<file path="src/design/cli_pkg.sv">
`timescale 1ns / 1ps
// ----------------------------------------------------------------------------
// cli_pkg: shared types and constants of the core-local interruptor
// Bus word layouts, operation codes, controller states and the command
// bundle that the controller hands to the datapath.
// ----------------------------------------------------------------------------
package cli_pkg;

  // Widths fixed by the word layout
  localparam int KIND_W   = 2;
  localparam int OFFSET_W = 15;
  localparam int DATA_W   = 64;
  localparam int IRQ_W    = 8;
  localparam int HARTS_W  = 4;

  // Largest hart count the 4-bit register can select
  localparam int HARTS_LIMIT = (1 << HARTS_W) - 1;

  localparam int DEFAULT_MAX_HARTS = 8;
  localparam logic [HARTS_W-1:0] HARTS_RESET = 4'd8;

  // Address map
  localparam logic [OFFSET_W-1:0] SOFT_REGION_SIZE  = 15'h4000;
  localparam logic [OFFSET_W-1:0] TIME_COUNT_OFFSET = 15'h7FF8;

  typedef enum logic [KIND_W-1:0] {
    KIND_READ  = 2'd0,
    KIND_WRITE = 2'd1,
    KIND_TICK  = 2'd2,
    KIND_NOP   = 2'd3
  } kind_t;

  typedef enum logic {
    REGION_SOFT  = 1'b0,
    REGION_TIMER = 1'b1
  } region_t;

  typedef struct packed {
    kind_t               kind;
    region_t             region;
    logic [OFFSET_W-1:0] offset;
    logic [DATA_W-1:0]   write_data;
  } item_t;

  typedef struct packed {
    logic [DATA_W-1:0] read_data;
    logic [IRQ_W-1:0]  software_irq;
    logic [IRQ_W-1:0]  timer_irq;
  } result_t;

  typedef enum logic [1:0] {
    ST_IDLE   = 2'd0,
    ST_EXEC   = 2'd1,
    ST_REPORT = 2'd2
  } state_t;

  // Controller to datapath commands
  typedef struct packed {
    logic load;       // capture the incoming word
    logic exec;       // apply the access or tick to the state
    logic report;     // evaluate interrupt lines and issue the result
    logic cfg_write;  // update the hart count register
  } cmd_t;

endpackage

</file>
<file path="src/design/cli_ctrl.sv">
`timescale 1ns / 1ps
// ----------------------------------------------------------------------------
// cli_ctrl: sequencing controller
// Three-state machine: idle/accept, execute the access, report the result.
// Also gates the configuration channel so it is only taken while idle.
// ----------------------------------------------------------------------------
module cli_ctrl (
  input  logic          clk,
  input  logic          rst,
  input  logic          start,
  input  logic          cfg_valid,
  output logic          busy,
  output logic          cfg_ready,
  output cli_pkg::cmd_t cmd
);
  import cli_pkg::*;

  state_t state, state_next;

  // State register
  always_ff @(posedge clk) begin
    if (rst) begin
      state <= ST_IDLE;
    end else begin
      state <= state_next;
    end
  end

  // Next state and commands
  always_comb begin
    state_next    = state;
    cmd           = '0;
    busy          = 1'b1;
    cfg_ready     = 1'b0;
    case (state)
      ST_IDLE: begin
        busy          = 1'b0;
        cfg_ready     = 1'b1;
        cmd.cfg_write = cfg_valid;
        if (start) begin
          cmd.load   = 1'b1;
          state_next = ST_EXEC;
        end
      end
      ST_EXEC: begin
        cmd.exec   = 1'b1;
        state_next = ST_REPORT;
      end
      ST_REPORT: begin
        cmd.report = 1'b1;
        state_next = ST_IDLE;
      end
      default: begin
        state_next = ST_IDLE;
      end
    endcase
  end

  // Sequence checks
  a_accept_exec: assert property (@(posedge clk) disable iff (rst)
    (start && !busy) |=> (state == ST_EXEC))
    else $error("accepted word did not enter execute");

  a_exec_report: assert property (@(posedge clk) disable iff (rst)
    cmd.exec |=> cmd.report)
    else $error("execute not followed by report");

  a_report_idle: assert property (@(posedge clk) disable iff (rst)
    cmd.report |=> !busy)
    else $error("controller not idle after report");

endmodule

</file>
<file path="src/design/cli_datapath.sv">
`timescale 1ns / 1ps
// ----------------------------------------------------------------------------
// cli_datapath: interruptor register file and timer
// Holds the software pending bits, per-hart compares, the shared counter and
// the hart count; decodes one access, updates state, then forms the result.
// ----------------------------------------------------------------------------
module cli_datapath #(
  parameter int MAX_HARTS = cli_pkg::DEFAULT_MAX_HARTS
) (
  input  logic                         clk,
  input  logic                         rst,
  input  cli_pkg::cmd_t                cmd,
  input  cli_pkg::item_t               item,
  input  logic [cli_pkg::HARTS_W-1:0]  cfg_data,
  output logic                         done,
  output cli_pkg::result_t             result
);
  import cli_pkg::*;

  // Only slots the hart count register can reach need storage
  localparam int SLOTS = (MAX_HARTS < HARTS_LIMIT) ? MAX_HARTS : HARTS_LIMIT;
  localparam int IDX_W = (SLOTS > 1) ? $clog2(SLOTS) : 1;
  localparam logic [HARTS_W-1:0] SLOTS_N = HARTS_W'(SLOTS);

  item_t               item_q;
  logic [HARTS_W-1:0]  harts;
  logic                sw_pend [SLOTS];
  logic [DATA_W-1:0]   compare [SLOTS];
  logic [DATA_W-1:0]   count;
  logic [DATA_W-1:0]   rdata;
  logic [DATA_W-1:0]   rdata_next;

  logic [HARTS_W-1:0]  n_eff;
  logic [IRQ_W-1:0]    present_mask;
  logic [12:0]         soft_hart;
  logic [11:0]         tmr_hart;
  logic [IDX_W-1:0]    soft_idx;
  logic [IDX_W-1:0]    tmr_idx;
  logic                soft_hit;
  logic                tmr_hit;
  logic                cnt_hit;
  logic [IRQ_W-1:0]    sw_bits;
  logic [IRQ_W-1:0]    tm_bits;

  // Effective hart count and the mask of visible interrupt lines
  assign n_eff = (harts > SLOTS_N) ? SLOTS_N : harts;

  always_comb begin
    for (int i = 0; i < IRQ_W; i++) begin
      present_mask[i] = (HARTS_W'(i) < n_eff);
    end
  end

  // Address decode
  assign soft_hart = item_q.offset[OFFSET_W-1:2];
  assign tmr_hart  = item_q.offset[OFFSET_W-1:3];
  assign soft_idx  = soft_hart[IDX_W-1:0];
  assign tmr_idx   = tmr_hart[IDX_W-1:0];
  assign soft_hit  = (item_q.region == REGION_SOFT) &&
                     (item_q.offset < SOFT_REGION_SIZE) &&
                     (soft_hart < 13'(n_eff));
  assign tmr_hit   = (item_q.region == REGION_TIMER) && (tmr_hart < 12'(n_eff));
  assign cnt_hit   = (item_q.region == REGION_TIMER) && !tmr_hit &&
                     (item_q.offset == TIME_COUNT_OFFSET);

  // Read mux
  always_comb begin
    rdata_next = '0;
    if (item_q.kind == KIND_READ) begin
      if (soft_hit) begin
        rdata_next = {{(DATA_W-1){1'b0}}, sw_pend[soft_idx]};
      end else if (tmr_hit) begin
        rdata_next = compare[tmr_idx];
      end else if (cnt_hit) begin
        rdata_next = count;
      end
    end
  end

  // Word capture and read data
  always_ff @(posedge clk) begin
    if (cmd.load) begin
      item_q <= item;
    end
    if (cmd.exec) begin
      rdata <= rdata_next;
    end
  end

  // Hart count register
  always_ff @(posedge clk) begin
    if (rst) begin
      harts <= HARTS_RESET;
    end else if (cmd.cfg_write) begin
      harts <= cfg_data;
    end
  end

  // Pending bits, compares and counter
  always_ff @(posedge clk) begin
    if (rst) begin
      for (int i = 0; i < SLOTS; i++) begin
        sw_pend[i] <= 1'b0;
        compare[i] <= '1;
      end
      count <= '0;
    end else if (cmd.exec) begin
      if (item_q.kind == KIND_TICK) begin
        count <= count + 1'b1;
      end else if (item_q.kind == KIND_WRITE) begin
        if (soft_hit) begin
          sw_pend[soft_idx] <= item_q.write_data[0];
        end else if (tmr_hit) begin
          compare[tmr_idx] <= item_q.write_data;
        end else if (cnt_hit) begin
          count <= item_q.write_data;
        end
      end
    end
  end

  // Per-hart interrupt lines
  for (genvar g = 0; g < IRQ_W; g++) begin : g_irq
    if (g < SLOTS) begin : g_on
      assign sw_bits[g] = sw_pend[g] & present_mask[g];
      assign tm_bits[g] = (count >= compare[g]) & present_mask[g];
    end else begin : g_off
      assign sw_bits[g] = 1'b0;
      assign tm_bits[g] = 1'b0;
    end
  end

  // Result register and strobe
  always_ff @(posedge clk) begin
    if (rst) begin
      done <= 1'b0;
    end else begin
      done <= cmd.report;
    end
  end

  always_ff @(posedge clk) begin
    if (cmd.report) begin
      result.read_data    <= rdata;
      result.software_irq <= sw_bits;
      result.timer_irq    <= tm_bits;
    end
  end

  // Checks
  a_done_single: assert property (@(posedge clk) disable iff (rst)
    done |-> !$past(done))
    else $error("result strobe longer than one cycle");

  a_absent_quiet: assert property (@(posedge clk) disable iff (rst)
    done |-> (((result.software_irq | result.timer_irq) & ~present_mask) == '0))
    else $error("interrupt shown for an absent hart");

  a_tick_adds: assert property (@(posedge clk) disable iff (rst)
    (cmd.exec && item_q.kind == KIND_TICK) |=> (count == $past(count) + 1'b1))
    else $error("tick did not advance the counter");

endmodule

</file>
<file path="src/design/core_local_interruptor_top.sv">
`timescale 1ns / 1ps
// ----------------------------------------------------------------------------
// core_local_interruptor_top: core-local interruptor
// Software interrupt bits, per-hart timer compares and the shared time
// counter behind a start/busy command port with a one-cycle result strobe.
// ----------------------------------------------------------------------------
// For each word (read, write or tick), start is taken while busy is low, the
// access is applied in the next cycle, interrupt lines are evaluated in the
// one after, and the result is shown with done high for exactly one cycle,
// during which busy is already low again. busy stays high in the execute
// and report states, so a new word is not taken until the last one has
// been reported. done cannot be held off: the receiver must take the
// result in that cycle. cfg_ready is high only while idle.
// ----------------------------------------------------------------------------
module core_local_interruptor_top #(
  parameter int MAX_HARTS = cli_pkg::DEFAULT_MAX_HARTS
) (
  input  logic                         clk,
  input  logic                         rst,
  input  logic                         start,
  output logic                         busy,
  input  cli_pkg::item_t               item,
  input  logic                         cfg_valid,
  output logic                         cfg_ready,
  input  logic [cli_pkg::HARTS_W-1:0]  cfg_data,
  output logic                         done,
  output cli_pkg::result_t             result
);
  import cli_pkg::*;

  cmd_t cmd;

  // Sequencer
  cli_ctrl u_ctrl (
    .clk       (clk),
    .rst       (rst),
    .start     (start),
    .cfg_valid (cfg_valid),
    .busy      (busy),
    .cfg_ready (cfg_ready),
    .cmd       (cmd)
  );

  // Register file, timer and result
  cli_datapath #(
    .MAX_HARTS (MAX_HARTS)
  ) u_datapath (
    .clk      (clk),
    .rst      (rst),
    .cmd      (cmd),
    .item     (item),
    .cfg_data (cfg_data),
    .done     (done),
    .result   (result)
  );

endmodule
</file>
<file path="config.mk">
export PLATFORM = sky130hd
export DESIGN_NAME = core_local_interruptor_top
export DESIGN_NICKNAME = d
export VERILOG_FILES = /design/src/design/cli_pkg.sv /design/src/design/cli_ctrl.sv /design/src/design/cli_datapath.sv /design/src/design/core_local_interruptor_top.sv
export SDC_FILE = /design/constraint.sdc
export NUM_CORES = 2
export LEC_CHECK = 0
export ABC_AREA = 1
export BUFFER_PORTS_ARGS = -buffer_cell sky130_fd_sc_hd__buf_2
export CAP_MARGIN = 40
export CORE_ASPECT_RATIO = 1.1
export CORE_MARGIN = 5
export CORE_UTILIZATION = 50
export DETAILED_ROUTE_END_ITERATION = 12
export PLACE_DENSITY_LB_ADDON = 0.25
export SKIP_LAST_GASP = 1
export SYNTH_ARGS = -nofsm -noshare
export SYNTH_HDL_FRONTEND = slang
export SYNTH_SLANG_ARGS = --single-unit
</file>
<file path="constraint.sdc">
create_clock -name clk -period 4.5 [get_ports clk]
set_input_delay 0.9 -clock clk [delete_from_list [all_inputs] [get_ports clk]]
set_output_delay 0.9 -clock clk [all_outputs]
set_load 0.01 [all_outputs]
</file>
==> flow_summary_export.csv <==
group,metric,value,unit
run_status,status,"complete, no violations",
setup_path,path_class,"flop to flop",
run,drv_cap,0,
power_and_ir_drop,pwr-share-seq,0.482,
setup_path,path_depth,9,
grt,antenna_found_initial,1,
synth,syn_area,51520,µm²
layout,final_cells,7381,
setup_path,crit_path_frequent_cell,"nand2_1",
sta,max_slew.worst_pin.slew,1.206,ns
floorplan,rows,123,
floorplan,dieArea,109600,µm²
setup_path,cp.required,4.84,ns
clock_network,clockBufferDepth,3,
placement,dp_cells,7208,
setup_path,critical_path.top_delay_family,"buffers and inverters",
floorplan,die_w,316.1,µm
worst_hold_path,hp-start,"item[61]",
sta,relSlewSlack,0.1960,
layout,fill_cells,9190,
setup_path,path_buf_inv,2,
floorplan,start_util,0.5034,
power_and_ir_drop,p_sw,4.590,mW
layout,drive_gt1_frac,0.07162,
synth,synth_edf_count,746,
setup_path,r2r-end,"u_datapath.compare[3][38]$_SDFFCE_PN1P_",
detailed_routing,dr.pass1.iters,6,
layout,syn_to_final_growth,9.348,%
layout,final-seq-area,23910,µm²
grt,grt_overflow,0,
detailed_routing,final_antenna_net_count,0,
worst_hold_path,hold_depth,1,
grt,grt_max_degree,211,
synth,synthArstFlopShare,0,
synth,syn_inst,5915,
synth,synth_warnings,0,
layout,fin_nets,6539,
setup_path,ff2ff_setup_slack,1.0,ns
power_and_ir_drop,swShare,0.2583,
placement,place_hpwl,112400,µm
clock_network,cts_tree,"built",
power_and_ir_drop,ir_worst_vdd,0.2863,mV
worst_hold_path,hold_path.class,"input port to flop",
sta,setup_tns,0,ns
placement,gp_congestion,0.9724,
worst_hold_path,min_to,"u_datapath.item_q[61]$_DFFE_PP_",
power_and_ir_drop,internal_power,13.18,mW
detailed_routing,via_per_inst,5.928,
setup_path,slowest_stage,"inv_4",
sta,period_minus_slack,3.500,ns
power_and_ir_drop,clkPwrFrac,0.430,
sta,finalHoldViolCount,0,
clock_network,cts.reportedPaths.clkPinSlew,0.06,ns
detailed_routing,wl_per_cell,21.88,µm
synth,synth-seq-area-share,0.4640,
power_and_ir_drop,pwr-share-comb,0.088,
synth,synthFlopType,"edfxtp_1",
clock_network,cts_inserted_buffers,92,
clock_network,worstSkewPairLatency,0.69,ns
setup_path,max_stage_delay,0.62,ns
power_and_ir_drop,p_per_area,315.4,nW/µm²
sta,setup_violations,0,
setup_path,cp-start-kind,"flop",
placement,dpl_cell_area,53320,µm²
floorplan,coreArea,102300,µm²
setup_path,cp_max_fo,209,
setup_path,r2r-start,"u_datapath.item_q[67]$_DFFE_PP_",
sta,final_max_slew_viol_count,0,
detailed_routing,drt_iter0_drc,4339,
setup_path,crit_start,"u_datapath.item_q[67]$_DFFE_PP_",
sta,finalCritPeriodShare,0.7778,
detailed_routing,drc_errors,0,
floorplan,die_y,346.7,µm
synth,syn-num-nets,6527,
clock_network,postCtsResizedCells,0,
synth,synth-seq-cells,821,
placement,portBuffers,172,
sta,skew,0.03332,ns
sta,fmax,0.2857,GHz
setup_path,cp.arrival,3.84,ns
clock_network,postCtsSetupBuffers,0,
clock_network,clock-sinks,821,
setup_path,worstRegToRegCells,9,
synth,avgSynthCellArea,8.710,µm²
detailed_routing,vias,43750,
detailed_routing,wl,161500,µm
layout,fin_area,56330,µm²
synth,yosysUniqueCellTypes,44,
clock_network,cts-root-buf,"clkbuf_16",
grt,first_global_vias,42040,
grt,track_usage,0.2865,
floorplan,top_level_ports,173,
power_and_ir_drop,p_leak,25.78,nW
sta,rsz0062_at_grt,"no",
clock_network,cts_htree_levels,3,
setup_path,crit_chain,"inv_4 > nand3_1 > nand2_1 > nand2_1 > a31oi_1 > nand2_1 > nor2_8 > buf_12 > nand4_1",
clock_network,ctsHoldBuffers,0,
setup_path,endpoint_kind,"flop",
grt,grt_pass1_wl,245000,µm
layout,multi_input_area,22940,µm²
## worst max-delay path by stage
stage,endpoint,slack (ns)
floorplan,u_datapath.result[0]$_DFFE_PP_,0.26
global placement,u_datapath.compare[5][29]$_SDFFCE_PN1P_,1.11
detailed placement,u_datapath.compare[4][28]$_SDFFCE_PN1P_,1.08
CTS,u_datapath.compare[4][36]$_SDFFCE_PN1P_,1.04
global route,u_datapath.compare[3][1]$_SDFFCE_PN1P_,0.85
finish,u_datapath.compare[3][38]$_SDFFCE_PN1P_,1.0
## flip-flops by register name (all words and copies together), names as in the netlist, named ones only
| register | cells |
|---|---|
| u_datapath.item_q | 82 |
| u_datapath.done | 1 |
| u_datapath.compare | 512 |
| u_datapath.rdata | 64 |
| u_datapath.sw_pend | 8 |
| u_datapath.result | 80 |
| u_datapath.count | 64 |
| u_datapath.harts | 4 |
| u_ctrl.state | 2 |
## layer usage
layer	up-vias	share of wire	global-route usage
met1	20650	0.41	0.3848
met4	0	0.047	0.1245
li1	20590	-	-
met2	2113	0.46	0.4649
met5	-	0	0
met3	403	0.086	0.04134
## per-stage QoR
step | utilization | power (mW) | setup WS [ns] | hold slack (ns)
2_1_floorplan | - | 9.618 | 0.2553 | 0.4003
3_3_place_gp | 0.5196 | 10.21 | 1.108 | 0.4016
3_5_place_dp | 0.5210 | 10.26 | 1.076 | 0.4045
4_1_cts | 0.5504 | 17.82 | 1.044 | 0.3501
5_1_grt | 0.5504 | 18.30 | 0.8474 | 0.3797
6_report | 0.5504 | 17.77 | 0.9997 | 0.3813
## cell usage in the layout (no fill, tap or decap), types with 5 or more instances in the layout
master | Yosys | layout
a31oi_1 | 7 | 7
buf_2 | 38 | 172
nor2_1 | 413 | 407
clkbuf_16 | 0 | 95
nor2_4 | 1 | 7
nand2_4 | 0 | 8
o21a_1 | 26 | 26
inv_1 | 776 | 773
nor3_1 | 36 | 36
and2_1 | 5 | 5
or2_2 | 5 | 5
nand4_1 | 577 | 577
o21ai_1 | 103 | 103
edfxtp_1 | 746 | 746
and3b_1 | 11 | 11
xor2_1 | 6 | 6
clkinv_2 | 0 | 20
nand3_1 | 133 | 133
ha_1 | 522 | 521
xnor2_1 | 8 | 8
dfxtp_1 | 75 | 72
o21ai_0 | 410 | 410
nor4_1 | 5 | 5
bufinv_16 | 0 | 9
a21o_1 | 8 | 8
clkbuf_1 | 204 | 20
a21oi_1 | 518 | 518
buf_12 | 0 | 21
inv_2 | 11 | 10
clkinv_1 | 29 | 44
buf_4 | 6 | 49
nand2_1 | 1122 | 1113
o21bai_1 | 5 | 5
## Yosys cell counts (11+ instances only)
library cell / count / share of area
nand2_1: 1122 / 0.082
inv_1: 776 / 0.057
edfxtp_1: 746 / 0.43
nand4_1: 577 / 0.070
ha_1: 522 / 0.13
a21oi_1: 518 / 0.050
nor2_1: 413 / 0.030
o21ai_0: 410 / 0.040
clkbuf_1: 204 / 0.015
nand3_1: 133 / 0.013
o21ai_1: 103 / 0.010
dfxtp_1: 75 / 0.029
buf_6: 57 / 0.012
buf_2: 38 / 0.0037
nor3_1: 36 / 0.0035
clkinv_1: 29 / 0.0021
o21a_1: 26 / 0.0038
buf_1: 14 / 0.0010
and3b_1: 11 / 0.0019
inv_2: 11 / 0.00080
## power by group through the flow
stage | logic [mW] | clock network (mW) | registers, mW
2_1_floorplan | 0.967 | 0 | 8.65
3_3_place_gp | 1.49 | 0 | 8.72
3_5_place_dp | 1.54 | 0 | 8.72
6_report | 1.56 | 7.64 | 8.57
5_1_grt | 1.70 | 8.02 | 8.57
4_1_cts | 1.54 | 7.72 | 8.56
## logic make-up (layout without fill, tap and decap cells)
group,count (synthesis),in the layout,share of synthesized area
DFF,821,821,0.4640
xor gates and xnor gates,14,14,0.002380
other,0,2,0
and+or+nand+nor,2326,2326,0.2052
buffers and inverters,1141,1230,0.09294
AOI/OAI and AO/OA,1091,1091,0.1087
adders and majority gates,522,522,0.1268
## cell type report
class,count,share of cell area
flip-flops and latches,821,0.4245
clock inverters,54,0.009306
multi-input cells,3953,0.4073
diodes,2,0.00008884
repair buffers,243,0.02976
clock buffers,117,0.04402
inverters,816,0.05453
well taps,1375,0.03054
Power figures use the tool's default switching activity.
